<file path="src/design/jsu_pkg.sv">
package jsu_pkg;

   localparam int CAP_W                = 13;
   localparam int BYTE_W               = 8;
   localparam int CODE_W               = 3;
   localparam int KIND_W               = 2;
   localparam int MAX_RESULTS          = 4;
   localparam int GCNT_W               = 3;
   localparam int DEFAULT_MAX_CAPACITY = 4096;

   localparam logic [CAP_W-1:0] CAP_RESET = 13'd256;

   typedef enum logic [KIND_W-1:0] {
      KIND_DATA = 2'd0,
      KIND_DONE = 2'd1,
      KIND_ERR  = 2'd2
   } kind_type;

   localparam logic [CODE_W-1:0] ERR_START     = 3'd0;
   localparam logic [CODE_W-1:0] ERR_CTRL      = 3'd1;
   localparam logic [CODE_W-1:0] ERR_ESCAPE    = 3'd2;
   localparam logic [CODE_W-1:0] ERR_HEX       = 3'd3;
   localparam logic [CODE_W-1:0] ERR_SURROGATE = 3'd4;
   localparam logic [CODE_W-1:0] ERR_CODEPOINT = 3'd5;
   localparam logic [CODE_W-1:0] ERR_OVERFLOW  = 3'd6;
   localparam logic [CODE_W-1:0] ERR_TRUNC     = 3'd7;

   localparam logic [BYTE_W-1:0] CH_QUOTE     = 8'h22;
   localparam logic [BYTE_W-1:0] CH_BACKSLASH = 8'h5c;
   localparam logic [BYTE_W-1:0] CH_SLASH     = 8'h2f;
   localparam logic [BYTE_W-1:0] CH_N         = 8'h6e;
   localparam logic [BYTE_W-1:0] CH_R         = 8'h72;
   localparam logic [BYTE_W-1:0] CH_T         = 8'h74;
   localparam logic [BYTE_W-1:0] CH_U         = 8'h75;
   localparam logic [BYTE_W-1:0] CH_SPACE     = 8'h20;
   localparam logic [BYTE_W-1:0] CH_LF        = 8'h0a;
   localparam logic [BYTE_W-1:0] CH_CR        = 8'h0d;
   localparam logic [BYTE_W-1:0] CH_TAB       = 8'h09;

   typedef enum logic [3:0] {
      M_IDLE,
      M_BODY,
      M_ESC,
      M_HEX1_0,
      M_HEX1_1,
      M_HEX1_2,
      M_HEX1_3,
      M_WANT_BS,
      M_WANT_U,
      M_HEX2_0,
      M_HEX2_1,
      M_HEX2_2,
      M_HEX2_3
   } mode_type;

   typedef struct packed {
      logic [BYTE_W-1:0] in_byte;
      logic              start_req;
      logic              end_of_buffer;
   } req_item_type;

   // All results caused by one input byte; data[0] goes out first.
   typedef struct packed {
      logic [GCNT_W-1:0]                   cnt;
      kind_type                            kind;
      logic [CODE_W-1:0]                   code;
      logic [MAX_RESULTS-1:0][BYTE_W-1:0]  data;
   } result_group_type;

endpackage

</file>
<file path="src/design/jsu_decode.sv">
module jsu_decode #(
   parameter int MAX_CAPACITY = jsu_pkg::DEFAULT_MAX_CAPACITY
) (
   input  logic                       clock,
   input  logic                       reset,
   input  logic                       fire,
   input  jsu_pkg::req_item_type      item,
   input  logic [jsu_pkg::CAP_W-1:0]  capacity,
   output jsu_pkg::result_group_type  grp
);
   import jsu_pkg::*;

   localparam int MAXC_W = $clog2(MAX_CAPACITY + 1);
   localparam int CMP_W  = (MAXC_W > CAP_W) ? MAXC_W : CAP_W;

   mode_type           mode_ff, mode_in, mode_step;
   logic [15:0]        hex_ff, hex_in, hex_step;
   logic [9:0]         hs_ff, hs_in, hs_step;
   logic [CAP_W-1:0]   count_ff, count_in;

   logic [CAP_W-1:0]   eff_cap;
   logic [7:0]         byte_v;
   logic               hex_ok;
   logic [3:0]         hex_val;
   logic [15:0]        acc;
   logic               acc_hi, acc_lo;
   logic [20:0]        cp;
   logic               cp_reject;
   logic [GCNT_W-1:0]  enc_n;
   logic [MAX_RESULTS-1:0][BYTE_W-1:0] enc_bytes;

   logic               ev_err, ev_done, emit_try;
   logic [CODE_W-1:0]  ev_code;
   logic [GCNT_W-1:0]  emit_n;
   logic [MAX_RESULTS-1:0][BYTE_W-1:0] emit_bytes;
   logic [CAP_W:0]     sum;
   logic               fits, overflow, err_any, active, trunc, terminate;
   logic [CODE_W-1:0]  err_code;

   // Register values above the build limit act as the limit.
   assign eff_cap = (CMP_W'(capacity) > CMP_W'(MAX_CAPACITY)) ?
                    CAP_W'(MAX_CAPACITY) : capacity;

   assign byte_v = item.in_byte;

   always_comb begin
      hex_ok  = 1'b1;
      hex_val = 4'd0;
      if (byte_v >= 8'h30 && byte_v <= 8'h39) begin
         hex_val = byte_v[3:0];
      end else if ((byte_v >= 8'h61 && byte_v <= 8'h66) ||
                   (byte_v >= 8'h41 && byte_v <= 8'h46)) begin
         hex_val = byte_v[3:0] + 4'd9;
      end else begin
         hex_ok = 1'b0;
      end
   end

   assign acc    = {hex_ff[11:0], hex_val};
   assign acc_hi = (acc[15:10] == 6'b110110);
   assign acc_lo = (acc[15:10] == 6'b110111);

   assign cp = (mode_ff == M_HEX2_3) ? (21'h10000 + {1'b0, hs_ff, acc[9:0]})
                                     : {5'd0, acc};
   assign cp_reject = (cp < 21'(CH_SPACE)) && (cp != 21'(CH_LF));

   // UTF-8 encoder
   always_comb begin
      enc_bytes = '0;
      if (cp <= 21'h7f) begin
         enc_n        = 3'd1;
         enc_bytes[0] = cp[7:0];
      end else if (cp <= 21'h7ff) begin
         enc_n        = 3'd2;
         enc_bytes[0] = {3'b110, cp[10:6]};
         enc_bytes[1] = {2'b10, cp[5:0]};
      end else if (cp <= 21'hffff) begin
         enc_n        = 3'd3;
         enc_bytes[0] = {4'b1110, cp[15:12]};
         enc_bytes[1] = {2'b10, cp[11:6]};
         enc_bytes[2] = {2'b10, cp[5:0]};
      end else begin
         enc_n        = 3'd4;
         enc_bytes[0] = {5'b11110, cp[20:18]};
         enc_bytes[1] = {2'b10, cp[17:12]};
         enc_bytes[2] = {2'b10, cp[11:6]};
         enc_bytes[3] = {2'b10, cp[5:0]};
      end
   end

   // What the current byte means in the current mode
   always_comb begin
      ev_err     = 1'b0;
      ev_code    = ERR_START;
      ev_done    = 1'b0;
      emit_try   = 1'b0;
      emit_n     = 3'd1;
      emit_bytes = '0;
      mode_step  = mode_ff;
      hex_step   = hex_ff;
      hs_step    = hs_ff;
      if (item.start_req) begin
         mode_step = M_BODY;
         if (eff_cap == '0 || byte_v != CH_QUOTE) begin
            ev_err = 1'b1;
         end
      end else begin
         case (mode_ff)
            M_BODY: begin
               if (byte_v == CH_QUOTE) begin
                  ev_done = 1'b1;
               end else if (byte_v < CH_SPACE) begin
                  ev_err  = 1'b1;
                  ev_code = ERR_CTRL;
               end else if (byte_v == CH_BACKSLASH) begin
                  mode_step = M_ESC;
               end else begin
                  emit_try      = 1'b1;
                  emit_bytes[0] = byte_v;
               end
            end
            M_ESC: begin
               mode_step = M_BODY;
               if (byte_v == CH_QUOTE || byte_v == CH_BACKSLASH || byte_v == CH_SLASH) begin
                  emit_try      = 1'b1;
                  emit_bytes[0] = byte_v;
               end else if (byte_v == CH_N) begin
                  emit_try      = 1'b1;
                  emit_bytes[0] = CH_LF;
               end else if (byte_v == CH_R) begin
                  emit_try      = 1'b1;
                  emit_bytes[0] = CH_CR;
               end else if (byte_v == CH_T) begin
                  emit_try      = 1'b1;
                  emit_bytes[0] = CH_TAB;
               end else if (byte_v == CH_U) begin
                  hex_step  = '0;
                  mode_step = M_HEX1_0;
               end else begin
                  ev_err  = 1'b1;
                  ev_code = ERR_ESCAPE;
               end
            end
            M_HEX1_0, M_HEX1_1, M_HEX1_2, M_HEX2_0, M_HEX2_1, M_HEX2_2: begin
               if (!hex_ok) begin
                  ev_err  = 1'b1;
                  ev_code = ERR_HEX;
               end else begin
                  hex_step  = acc;
                  mode_step = mode_type'(mode_ff + 4'd1);
               end
            end
            M_HEX1_3: begin
               if (!hex_ok) begin
                  ev_err  = 1'b1;
                  ev_code = ERR_HEX;
               end else if (acc_hi) begin
                  hex_step  = acc;
                  hs_step   = acc[9:0];
                  mode_step = M_WANT_BS;
               end else if (acc_lo) begin
                  ev_err  = 1'b1;
                  ev_code = ERR_SURROGATE;
               end else if (cp_reject) begin
                  ev_err  = 1'b1;
                  ev_code = ERR_CODEPOINT;
               end else begin
                  hex_step   = acc;
                  mode_step  = M_BODY;
                  emit_try   = 1'b1;
                  emit_n     = enc_n;
                  emit_bytes = enc_bytes;
               end
            end
            M_HEX2_3: begin
               if (!hex_ok) begin
                  ev_err  = 1'b1;
                  ev_code = ERR_HEX;
               end else if (!acc_lo) begin
                  ev_err  = 1'b1;
                  ev_code = ERR_SURROGATE;
               end else begin
                  hex_step   = acc;
                  mode_step  = M_BODY;
                  emit_try   = 1'b1;
                  emit_n     = enc_n;
                  emit_bytes = enc_bytes;
               end
            end
            M_WANT_BS: begin
               if (byte_v == CH_BACKSLASH) begin
                  mode_step = M_WANT_U;
               end else begin
                  ev_err  = 1'b1;
                  ev_code = ERR_SURROGATE;
               end
            end
            M_WANT_U: begin
               if (byte_v == CH_U) begin
                  hex_step  = '0;
                  mode_step = M_HEX2_0;
               end else begin
                  ev_err  = 1'b1;
                  ev_code = ERR_SURROGATE;
               end
            end
            default: begin
               mode_step = M_IDLE;
            end
         endcase
      end
   end

   // Whole encoding must fit below the terminator slot, else nothing goes out.
   assign sum      = {1'b0, count_ff} + (CAP_W + 1)'(emit_n);
   assign fits     = sum < {1'b0, eff_cap};
   assign overflow = emit_try && !fits;
   assign err_any  = ev_err || overflow;
   assign err_code = ev_err ? ev_code : ERR_OVERFLOW;
   assign active   = item.start_req || (mode_ff != M_IDLE);
   assign trunc    = active && item.end_of_buffer && !err_any && !ev_done;
   assign terminate = err_any || ev_done || trunc;

   // Next state
   always_comb begin
      mode_in  = mode_ff;
      hex_in   = hex_ff;
      hs_in    = hs_ff;
      count_in = count_ff;
      if (fire) begin
         if (item.start_req) begin
            mode_in  = terminate ? M_IDLE : M_BODY;
            hex_in   = '0;
            hs_in    = '0;
            count_in = '0;
         end else begin
            mode_in = terminate ? M_IDLE : mode_step;
            hex_in  = hex_step;
            hs_in   = hs_step;
            if (emit_try && !terminate) begin
               count_in = count_ff + CAP_W'(emit_n);
            end
         end
      end
   end

   // Results of the current byte
   always_comb begin
      grp      = '0;
      grp.kind = KIND_DATA;
      if (err_any) begin
         grp.cnt  = 3'd1;
         grp.kind = KIND_ERR;
         grp.code = err_code;
      end else if (ev_done) begin
         grp.cnt  = 3'd1;
         grp.kind = KIND_DONE;
      end else if (trunc) begin
         grp.cnt  = 3'd1;
         grp.kind = KIND_ERR;
         grp.code = ERR_TRUNC;
      end else if (emit_try) begin
         grp.cnt  = emit_n;
         grp.data = emit_bytes;
      end
   end

   always_ff @(posedge clock) begin
      if (reset) begin
         mode_ff  <= M_IDLE;
         hex_ff   <= '0;
         hs_ff    <= '0;
         count_ff <= '0;
      end else begin
         mode_ff  <= mode_in;
         hex_ff   <= hex_in;
         hs_ff    <= hs_in;
         count_ff <= count_in;
      end
   end

`ifndef SYNTHESIS
   a_idle_silent: assert property (@(posedge clock) disable iff (reset)
      fire && mode_ff == M_IDLE && !item.start_req |-> grp.cnt == '0)
      else $error("byte outside a string produced a result");

   a_end_to_idle: assert property (@(posedge clock) disable iff (reset)
      fire && grp.cnt != '0 && grp.kind != KIND_DATA |=> mode_ff == M_IDLE)
      else $error("string not closed after completion or error");

   a_hold_state: assert property (@(posedge clock) disable iff (reset)
      !fire |=> $stable(mode_ff) && $stable(count_ff))
      else $error("parse state moved without a byte");
`endif

endmodule

</file>
<file path="src/design/jsu_rsp_buf.sv">
module jsu_rsp_buf (
   input  logic                         clock,
   input  logic                         reset,
   input  logic                         load,
   input  jsu_pkg::result_group_type    grp,
   output logic                         free,
   output logic                         rsp_valid,
   input  logic                         rsp_stall,
   output logic [jsu_pkg::KIND_W-1:0]   rsp_kind,
   output logic [jsu_pkg::BYTE_W-1:0]   rsp_out_byte,
   output logic [jsu_pkg::CODE_W-1:0]   rsp_error_code,
   output logic                         rsp_last_of_run
);
   import jsu_pkg::*;

   logic [GCNT_W-1:0]                  cnt_ff, cnt_in;
   kind_type                           kind_ff, kind_in;
   logic [CODE_W-1:0]                  code_ff, code_in;
   logic [MAX_RESULTS-1:0][BYTE_W-1:0] data_ff, data_in;
   logic                               take;

   assign rsp_valid       = (cnt_ff != '0);
   assign take            = rsp_valid && !rsp_stall;
   // Room for a new group once the last pending result transfers.
   assign free            = (cnt_ff == '0) || (cnt_ff == 3'd1 && take);
   assign rsp_kind        = kind_ff;
   assign rsp_out_byte    = data_ff[0];
   assign rsp_error_code  = code_ff;
   assign rsp_last_of_run = (cnt_ff == 3'd1);

   always_comb begin
      cnt_in  = cnt_ff;
      kind_in = kind_ff;
      code_in = code_ff;
      data_in = data_ff;
      if (load) begin
         cnt_in  = grp.cnt;
         kind_in = grp.kind;
         code_in = grp.code;
         data_in = grp.data;
      end else if (take) begin
         cnt_in  = cnt_ff - 3'd1;
         data_in = {8'h00, data_ff[MAX_RESULTS-1:1]};
      end
   end

   always_ff @(posedge clock) begin
      if (reset) begin
         cnt_ff <= '0;
      end else begin
         cnt_ff <= cnt_in;
      end
   end

   always_ff @(posedge clock) begin
      kind_ff <= kind_in;
      code_ff <= code_in;
      data_ff <= data_in;
   end

`ifndef SYNTHESIS
   a_cnt_range: assert property (@(posedge clock) disable iff (reset)
      cnt_ff <= 3'(MAX_RESULTS))
      else $error("result count out of range");

   a_status_alone: assert property (@(posedge clock) disable iff (reset)
      rsp_valid && kind_ff != KIND_DATA |-> cnt_ff == 3'd1)
      else $error("completion or error not the only result");

   a_run_continues: assert property (@(posedge clock) disable iff (reset)
      take && cnt_ff > 3'd1 |=> rsp_valid && kind_ff == KIND_DATA)
      else $error("multi-byte run broken");
`endif

endmodule

</file>
<file path="src/design/json_string_unescape_utf8.sv">
// Streaming decoder for one quoted JSON string: one buffer byte per transfer
// in, decoded UTF-8 bytes, a completion mark or an error code out, one result
// per transfer, with last_of_run set on the final result of each input byte.
// A byte goes through an input register, is decoded combinationally, and its
// results are loaded into a result register, from which they are offered. One
// input byte is taken per cycle as long as it yields at most one result and
// the output does not stall; a \u escape that completes a code point yields up
// to four bytes, which leave one per cycle from the result register while the
// output does not stall, so that byte holds the input side until its last
// result transfers. The capacity register may be written only while no string
// byte is in flight.
module json_string_unescape_utf8 #(
   parameter int MAX_CAPACITY = jsu_pkg::DEFAULT_MAX_CAPACITY
) (
   input  logic                        clock,
   input  logic                        reset,
   input  logic                        req_valid,
   output logic                        req_stall,
   input  logic [jsu_pkg::BYTE_W-1:0]  req_in_byte,
   input  logic                        req_start_req,
   input  logic                        req_end_of_buffer,
   output logic                        rsp_valid,
   input  logic                        rsp_stall,
   output logic [jsu_pkg::KIND_W-1:0]  rsp_kind,
   output logic [jsu_pkg::BYTE_W-1:0]  rsp_out_byte,
   output logic [jsu_pkg::CODE_W-1:0]  rsp_error_code,
   output logic                        rsp_last_of_run,
   input  logic                        csr_write,
   input  logic [jsu_pkg::CAP_W-1:0]   csr_wdata
);
   import jsu_pkg::*;

   logic              in_vld_ff, in_vld_in;
   req_item_type      in_ff, in_in;
   logic [CAP_W-1:0]  capacity_ff, capacity_in;
   result_group_type  grp;
   logic              buf_free, advance, load, accept;

   assign advance   = in_vld_ff && (buf_free || grp.cnt == '0);
   assign load      = advance && grp.cnt != '0;
   assign req_stall = in_vld_ff && !advance;
   assign accept    = req_valid && !req_stall;

   always_comb begin
      in_vld_in   = in_vld_ff;
      in_in       = in_ff;
      capacity_in = capacity_ff;
      if (accept) begin
         in_vld_in           = 1'b1;
         in_in.in_byte       = req_in_byte;
         in_in.start_req     = req_start_req;
         in_in.end_of_buffer = req_end_of_buffer;
      end else if (advance) begin
         in_vld_in = 1'b0;
      end
      if (csr_write) begin
         capacity_in = csr_wdata;
      end
   end

   always_ff @(posedge clock) begin
      if (reset) begin
         in_vld_ff   <= 1'b0;
         capacity_ff <= CAP_RESET;
      end else begin
         in_vld_ff   <= in_vld_in;
         capacity_ff <= capacity_in;
      end
   end

   always_ff @(posedge clock) begin
      in_ff <= in_in;
   end

   jsu_decode #(
      .MAX_CAPACITY (MAX_CAPACITY)
   ) u_decode (
      .clock    (clock),
      .reset    (reset),
      .fire     (advance),
      .item     (in_ff),
      .capacity (capacity_ff),
      .grp      (grp)
   );

   jsu_rsp_buf u_rsp_buf (
      .clock           (clock),
      .reset           (reset),
      .load            (load),
      .grp             (grp),
      .free            (buf_free),
      .rsp_valid       (rsp_valid),
      .rsp_stall       (rsp_stall),
      .rsp_kind        (rsp_kind),
      .rsp_out_byte    (rsp_out_byte),
      .rsp_error_code  (rsp_error_code),
      .rsp_last_of_run (rsp_last_of_run)
   );

endmodule

</file>
<file path="config.mk">
export PLATFORM = sky130hd
export DESIGN_NAME = json_string_unescape_utf8
export DESIGN_NICKNAME = d
export VERILOG_FILES = /design/src/design/jsu_pkg.sv /design/src/design/jsu_decode.sv /design/src/design/jsu_rsp_buf.sv /design/src/design/json_string_unescape_utf8.sv
export SDC_FILE = /design/constraint.sdc
export NUM_CORES = 1
export LEC_CHECK = 0
export ABC_AREA = 1
export BUFFER_PORTS_ARGS = -buffer_cell sky130_fd_sc_hd__buf_2
export CORE_AREA = 2 2 178 136
export DETAILED_ROUTE_END_ITERATION = 10
export DIE_AREA = 0 0 180 138
export GPL_TIMING_DRIVEN = 0
export PLACE_DENSITY_LB_ADDON = 0.3
export REMOVE_ABC_BUFFERS = 1
export SETUP_SLACK_MARGIN = 0.2
export SYNTH_ARGS = -nofsm -noshare
export SYNTH_HDL_FRONTEND = slang
export SYNTH_SLANG_ARGS = --single-unit
</file>
<file path="constraint.sdc">
create_clock -name clock -period 8.3 [get_ports clock]
set_clock_uncertainty 0.15 [all_clocks]
set_input_delay 1.66 -clock clock [delete_from_list [all_inputs] [get_ports clock]]
set_output_delay 1.66 -clock clock [all_outputs]
set_load 0.02 [all_outputs]
</file>
# After elaboration in Yosys (flattened, before gate mapping)
# Cells that the tools add are included.
[totals] regBits=107 latch_bits=0 ramBits=0 rom_bits=0 input_bits=28 out_inout_bits=16 elab_cells=282 n_memories=0
[classes] add_sub_neg=6 mul=0 div_mod_pow=0 order_cmp=13 n_eq_ne=45 n_shift=0 n_mux=152 bitwise_logic=0 n_reduce_logical=50
[ops] cell="32-bit 2-to-1 mux" n=12
[ops] cell="16-bit 2-to-1 mux" n=16
[ops] cell="3-bit 2-to-1 mux" n=29
[ops] cell="4-bit 2-to-1 mux" n=21
[ops] cell="16-bit case mux with 5 select lines" n=1
[ops] cell="24-bit 2-to-1 mux" n=3
[ops] cell="8-bit 2-to-1 mux" n=9
[ops] cell="24-bit case mux with 2 select lines" n=1
[ops] cell="8-bit by 7-bit == test with 1-bit output, second input constant" n=5
[ops] cell="10-bit 2-to-1 mux" n=4
[ops] cell="1-bit 2-to-1 mux" n=39
[ops] cell="13-bit 2-to-1 mux" n=3
[ops] cell="35-bit 2-to-1 mux" n=1
[ops] cell="8-bit case mux with 4 select lines" n=1
[ops] cell="4-bit by 2-bit inequality test with 1-bit output, second input constant" n=7
[ops] cell="4-bit case mux with 7 select lines" n=1
[ops] cell="12-bit AND reduction" n=2
[ops] cell="22-bit 2-to-1 mux" n=1
[ops] cell="17-bit by 20-bit adder with 21-bit output, first input constant" n=1
[ops] cell="21-bit by 11-bit less-or-equal comparator with 1-bit output, second input constant" n=1
[ops] cell="21-bit by 16-bit less-or-equal comparator with 1-bit output, second input constant" n=1
[ops] cell="21-bit by 7-bit less-or-equal comparator with 1-bit output, second input constant" n=1
[ops] cell="21-bit by 6-bit less-than comparator with 1-bit output, second input constant" n=1
[ops] cell="21-bit 2-to-1 mux" n=1
[ops] cell="other kinds (43)" n=104

# Depth between registers and ports, before layout
[depth] ltp_word=36 ltp_mapped=45 ltp_nobuf=44

# Modules after synthesis
# Synthesis repeated with hierarchy kept, for this count alone.
[hier_totals] cells_unflattened=974 area_unflattened_um2=6889.1
[by_module_without_submodules] module="jsu_decode" instances=1 cells_each=711 area_per_inst_um2=4230.3 seq_area_each_um2=780.7
[by_module_without_submodules] module="jsu_rsp_buf" instances=1 cells_each=181 area_per_inst_um2=1815.5 seq_area_each_um2=1171.1
[by_module_without_submodules] module="json_string_unescape_utf8" instances=1 cells_each=82 area_per_inst_um2=843.3 seq_area_each_um2=580.6

# Worst setup path before layout
# No wires, ideal clock.
[synth_path] path_kind="register to output" startpoint="register u_decode.mode_ff[0]" endpoint="output port req_stall" arrival_ns=4.894 required_ns=6.490 setup_slack_ns=1.596 path_stages_with_launch=35 n_path_buf=1 path_cell_list="dfxtp_1 inv_1 ha_1 nand3_2 buf_6 nor2_1 nor2_1 nand3_2 nor2_1 inv_1 nand3_1 o21ai_0 nand3_1 ha_1 inv_1 fa_1 o22ai_1 nand4_1 o21ai_0 o21ai_0 inv_1 ha_1 inv_1 nor3_1 a211oi_1 nand2_1 nand2_1 nand2_1 nand2_1 nand3_1 nand2_4 o2111ai_1 nand3_4 nand3_1 inv_1"
[synth_between] elab_chain_len=28 word_cells_on_any_way=66 cone_classes="1 x add/sub; 5 x order compare; 13 x eq/ne; 30 x mux; 17 x reduce/logical"
[synth_rtl] item="from (decl)" line="jsu_decode.sv:16" rtl="mode_type mode_ff, mode_in, mode_step;"
[synth_rtl] item="from (signal assigned)" line="jsu_decode.sv:275" rtl="mode_ff <= mode_in;"
[synth_rtl] item="4-bit == test" line="jsu_decode.sv:63, jsu_decode.sv:108"
[synth_rtl] item="21-bit 2-to-1 mux" line="jsu_decode.sv:63" rtl="assign cp = (mode_ff == M_HEX2_3) ? (21'h10000 + {1'b0, hs_ff, acc[9:0]})"
[synth_rtl] item="21-bit by 16-bit less-or-equal comparator with 1-bit output" line="jsu_decode.sv:77" rtl="end else if (cp <= 21'hffff) begin"
[synth_rtl] item="3-bit 2-to-1 mux" line="jsu_decode.sv:77"
[synth_rtl] item="3-bit 2-to-1 mux" line="jsu_decode.sv:73" rtl="end else if (cp <= 21'h7ff) begin"
[synth_rtl] item="3-bit 2-to-1 mux" line="jsu_decode.sv:70" rtl="if (cp <= 21'h7f) begin"
[synth_rtl] item="3-bit 2-to-1 mux" line="jsu_decode.sv:164" rtl="end else if (cp_reject) begin"
[synth_rtl] item="3-bit 2-to-1 mux" line="jsu_decode.sv:161" rtl="end else if (acc_lo) begin"
[synth_rtl] item="(+12 left out)"
[synth_rtl] item="3-bit 2-to-1 mux" line="jsu_decode.sv:258" rtl="end else if (trunc) begin"
[synth_rtl] item="5-bit 2-to-1 mux" line="jsu_decode.sv:255" rtl="end else if (ev_done) begin"
[synth_rtl] item="8-bit 2-to-1 mux *" line="jsu_decode.sv:251" rtl="if (err_any) begin"
[synth_rtl] item="3-bit zero test *" line="json_string_unescape_utf8.sv:39" rtl="assign advance = in_vld_ff && (buf_free || grp.cnt == '0);"
[synth_rtl] item="1-bit logical OR *" line="json_string_unescape_utf8.sv:39"
[synth_rtl] item="1-bit logical AND *" line="json_string_unescape_utf8.sv:39"
[synth_rtl] item="1-bit zero test *" line="json_string_unescape_utf8.sv:41" rtl="assign req_stall = in_vld_ff && !advance;"
[synth_rtl] item="1-bit logical AND *" line="json_string_unescape_utf8.sv:41"
[synth_rtl] item="to (decl)" line="json_string_unescape_utf8.sv:18" rtl="output logic req_stall,"
# Mark *: on every way between the ends. The rest lies on a longest branch, timed or not.

# Worst setup path in the final report
# Same ends and word-level chain as after synthesis.

==> results.md <==
* Initial antenna violation count at 0
* Die ar. at 24,800 um^2
* Count of final setup violators at 0
* Syn Inst Count at 982
* Startpoint kind of the worst setup timing path: flop
* Dominant delay contributor by cell family on the critical path: simple AND/OR/NAND/NOR gates
* TritonCTS clock tree: built
* Most numerous cell in the Yosys netlist: sky130_fd_sc_hd__nand2_1
* Rows at 49
* Final-report max-slew violation count at 0
* Pwr Density at 291 nW/um^2
* Signed area change from the synthesized netlist to the final layout at 12.8%
* Inserted Clock Buffers at 9
* Worst IR drop on VDD at 0.136 mV
* Number of hold violations in the final report at 0
* Top cell type by total area after synthesis: sky130_fd_sc_hd__edfxtp_1
* Tcrit/Tclk final at 91.2%
* Synth Cell Area at 6820 um^2
* Iteration-0 DRC count of the detailed router at 556
* Total power draw at 2240 uW
* Gr ovfl total at 0
* Number of clock sinks seen by CTS at 100
* Remaining antenna violation count at 0
* Max stage delay on crit path at 0.42 ns
* Synthesized flop and latch total at 100
* Maximum achievable frequency at 132 MHz
* Clock transition at the register clock pins on the worst setup and hold paths after CTS at 0.07 ns
* Worst slew margin relative to its limit at 10.4%
* Die Y-Extent at 138 um
* Maximum capacitance violations at 0
* Area fraction of the dominant cell type after synthesis at 19.4%
* Pin slew with the least headroom to its limit at 1.34 ns
* Count of yosys warnings during synthesis at 0
* Nets@finish at 1,062
* Flip-flop cell with the highest count after synthesis: sky130_fd_sc_hd__dfxtp_1
* Cell with the biggest individual delay on the critical path: sky130_fd_sc_hd__fa_1
* Number of global-route vias before repair at 5,822
* Outcome: finished clean
* Pre-Repair DR Iteration Count at 5
* Die X-Extent at 180 um
* Global routing usage summed across all routing layers at 15.2%
* Most numerous cell types in the synthesized netlist: sky130_fd_sc_hd__nand2_1, sky130_fd_sc_hd__inv_1, sky130_fd_sc_hd__nor2_1
* Via density per instance at 4.86
* Post-detailed-placement half-perimeter wirelength at 13,500 um
* Average cell area after synthesis at 6.94 um^2
* H-tree depth at 3
* Largest cells by area after synthesis: sky130_fd_sc_hd__edfxtp_1, sky130_fd_sc_hd__dfxtp_1, sky130_fd_sc_hd__nand2_1, sky130_fd_sc_hd__inv_1, sky130_fd_sc_hd__nor2_1
* Kind of critical path: reg2out
* Time the worst path needs with I/O delays and setup at 7.57 ns
* Post-layout utilization of the core at 32.9%
* Cell leakage power at 0.00348 uW
* Post-synthesis sequential area ratio at 35.8%
* Total core area at 23,400 um^2
* Routed via count at 6,405
* Endpoint required time on the critical path at 6.49 ns
* Global-route wire length before repair at 30,700 um
* Type of destination of the critical path: primary output
* Fraction of final layout cells sized beyond drive strength 1 at 12.2%
* Diodes inserted at 0
* Async set-reset flop share out of synthesis at 0%
* I/O Buffers at 43
* Wire per inst at 14.5 um
* Hold Crit Class: reg2reg
* Data arrival time of the worst path at 5.76 ns
* DRT Wirelength at 19,100 um
* Netlist cell types at 52
* RSZ-0062 raised after global routing: false
* IO Pins at 44
* Biggest fanout along the worst timing path at 9
* Weighted congestion at the end of routability-driven global placement at 0.890
* Largest net degree at the start of global routing at 39
* Number of synthesized flops with an enable pin at 44
* DRC violations left at 0
* Fill cell count at 2,531
* Clock latency on the worst-skew pair at 0.36 ns
* Initial core utilization at 29.2%
* Total buffers and inverters traversed by the critical path at 6
* Master cell of the clock root buffer: sky130_fd_sc_hd__clkbuf_16
* Buffers from clock root to sink, at most at 2
-- placed cells by master (no fill, tap or decap), types with 6 or more instances in the layout --
cell,count
sky130_fd_sc_hd__a21oi_1,34
sky130_fd_sc_hd__buf_2,43
sky130_fd_sc_hd__buf_4,15
sky130_fd_sc_hd__clkbuf_16,9
sky130_fd_sc_hd__dfxtp_1,51
sky130_fd_sc_hd__edfxtp_1,44
sky130_fd_sc_hd__ha_1,24
sky130_fd_sc_hd__inv_1,134
sky130_fd_sc_hd__nand2_1,277
sky130_fd_sc_hd__nand3_1,57
sky130_fd_sc_hd__nand3_4,8
sky130_fd_sc_hd__nand4_1,37
sky130_fd_sc_hd__nor2_1,123
sky130_fd_sc_hd__nor2_4,6
sky130_fd_sc_hd__nor3_1,15
sky130_fd_sc_hd__o21ai_0,33
sky130_fd_sc_hd__o22ai_1,8
sky130_fd_sc_hd__xor2_1,9
-- stage by stage --
step                hold WS [ns]  setup slack (ns)  instances  TNS [ns]  area [um^2]
finish                     0.332             0.733       1318         0         7690
global route               0.356             0.167       1318         0         7690
CTS                        0.332             0.219       1306         0         7530
detailed placement         0.306            0.0224       1286         0         7150
global placement           0.299           -0.0423       1286   -0.0651         7150
floorplan                  0.285              1.35        937         0         6550
-- worst reg2reg max path: cells and delay by family, from the launching register on --
kind                       cells  cell delay, ns
buffers and inverters          6            0.64
and+or+nand+nor               21            3.79
AOI/OAI and AO/OA              7            1.09
DFF                            1            0.35
adders and majority gates      4            1.03
-- cell type report --
type	count	area, um^2	share of cell area [%]
multi-input combinational	698	3710	48.3
inverter	140	528	6.87
tap	306	383	4.98
sequential	100	2450	31.8
clock buffer	10	239	3.11
clock inverter	6	52.6	0.683
timing repair buffer	58	328	4.26
-- cells by family (layout without fill, tap and decap cells) --
family,Yosys count,after routing,synth area share [%]
xor gates and xnor gates,9,9,1.16
DFF,100,100,35.8
adders and majority gates,27,27,5.07
buffers and inverters,185,214,11.7
AOI/OAI and AO/OA,119,119,10.5
and+or+nand+nor,542,543,35.8
-- power breakdown --
group / total [uW] / switching (uW) / leakage [uW] / internal [uW]
combinational: 1020 / 699 / 0.00245 / 325
clock: 425 / 207 / 0.000146 / 218
sequential: 786 / 95.0 / 0.000886 / 691
-- path summary, 6_finish.rpt --
kind | startpoint | endpoint | slack (ns) | depth (start not counted)
max | u_decode.mode_ff[0] | req_stall | 0.73 | 36
min | capacity_ff[9] | capacity_ff[9] | 0.33 | 2
max reg2reg | u_decode.mode_ff[0] | u_rsp_buf.cnt_ff[2] | 1.15 | 38
min reg2reg | capacity_ff[9] | capacity_ff[9] | 0.33 | 2
-- repair_timing --
action,CTS,global route
gates cloned,1,0
hold buffers,0,0
setup buffers,3,12
hold endpoints to repair,0,0
pin swaps,2,11
setup endpoints to repair,32,32
resized for setup,10,19
-- registers in the layout (all words and copies together) (netlist names), 4 cells and up --
register and count:
u_decode.count_ff 13, u_decode.mode_ff 4, in_ff 10, u_decode.hex_ff 12, u_decode.hs_ff 10, capacity_ff 13, u_rsp_buf.data_ff 21, u_rsp_buf.rsp_out_byte 8
-- metal layers --
layer  track usage (%)  part of all wire, %  wire (um)  vias up
li1                  -                    -          -     3250
met1              22.9                   52       9930     2969
met2              21.7                   41       7900      173
met3              3.56                  5.3       1010       13
met4              3.42                  1.2        237        0
met5                 0                    0          0        -
Note: power is estimated with default switching activity, not from simulation.
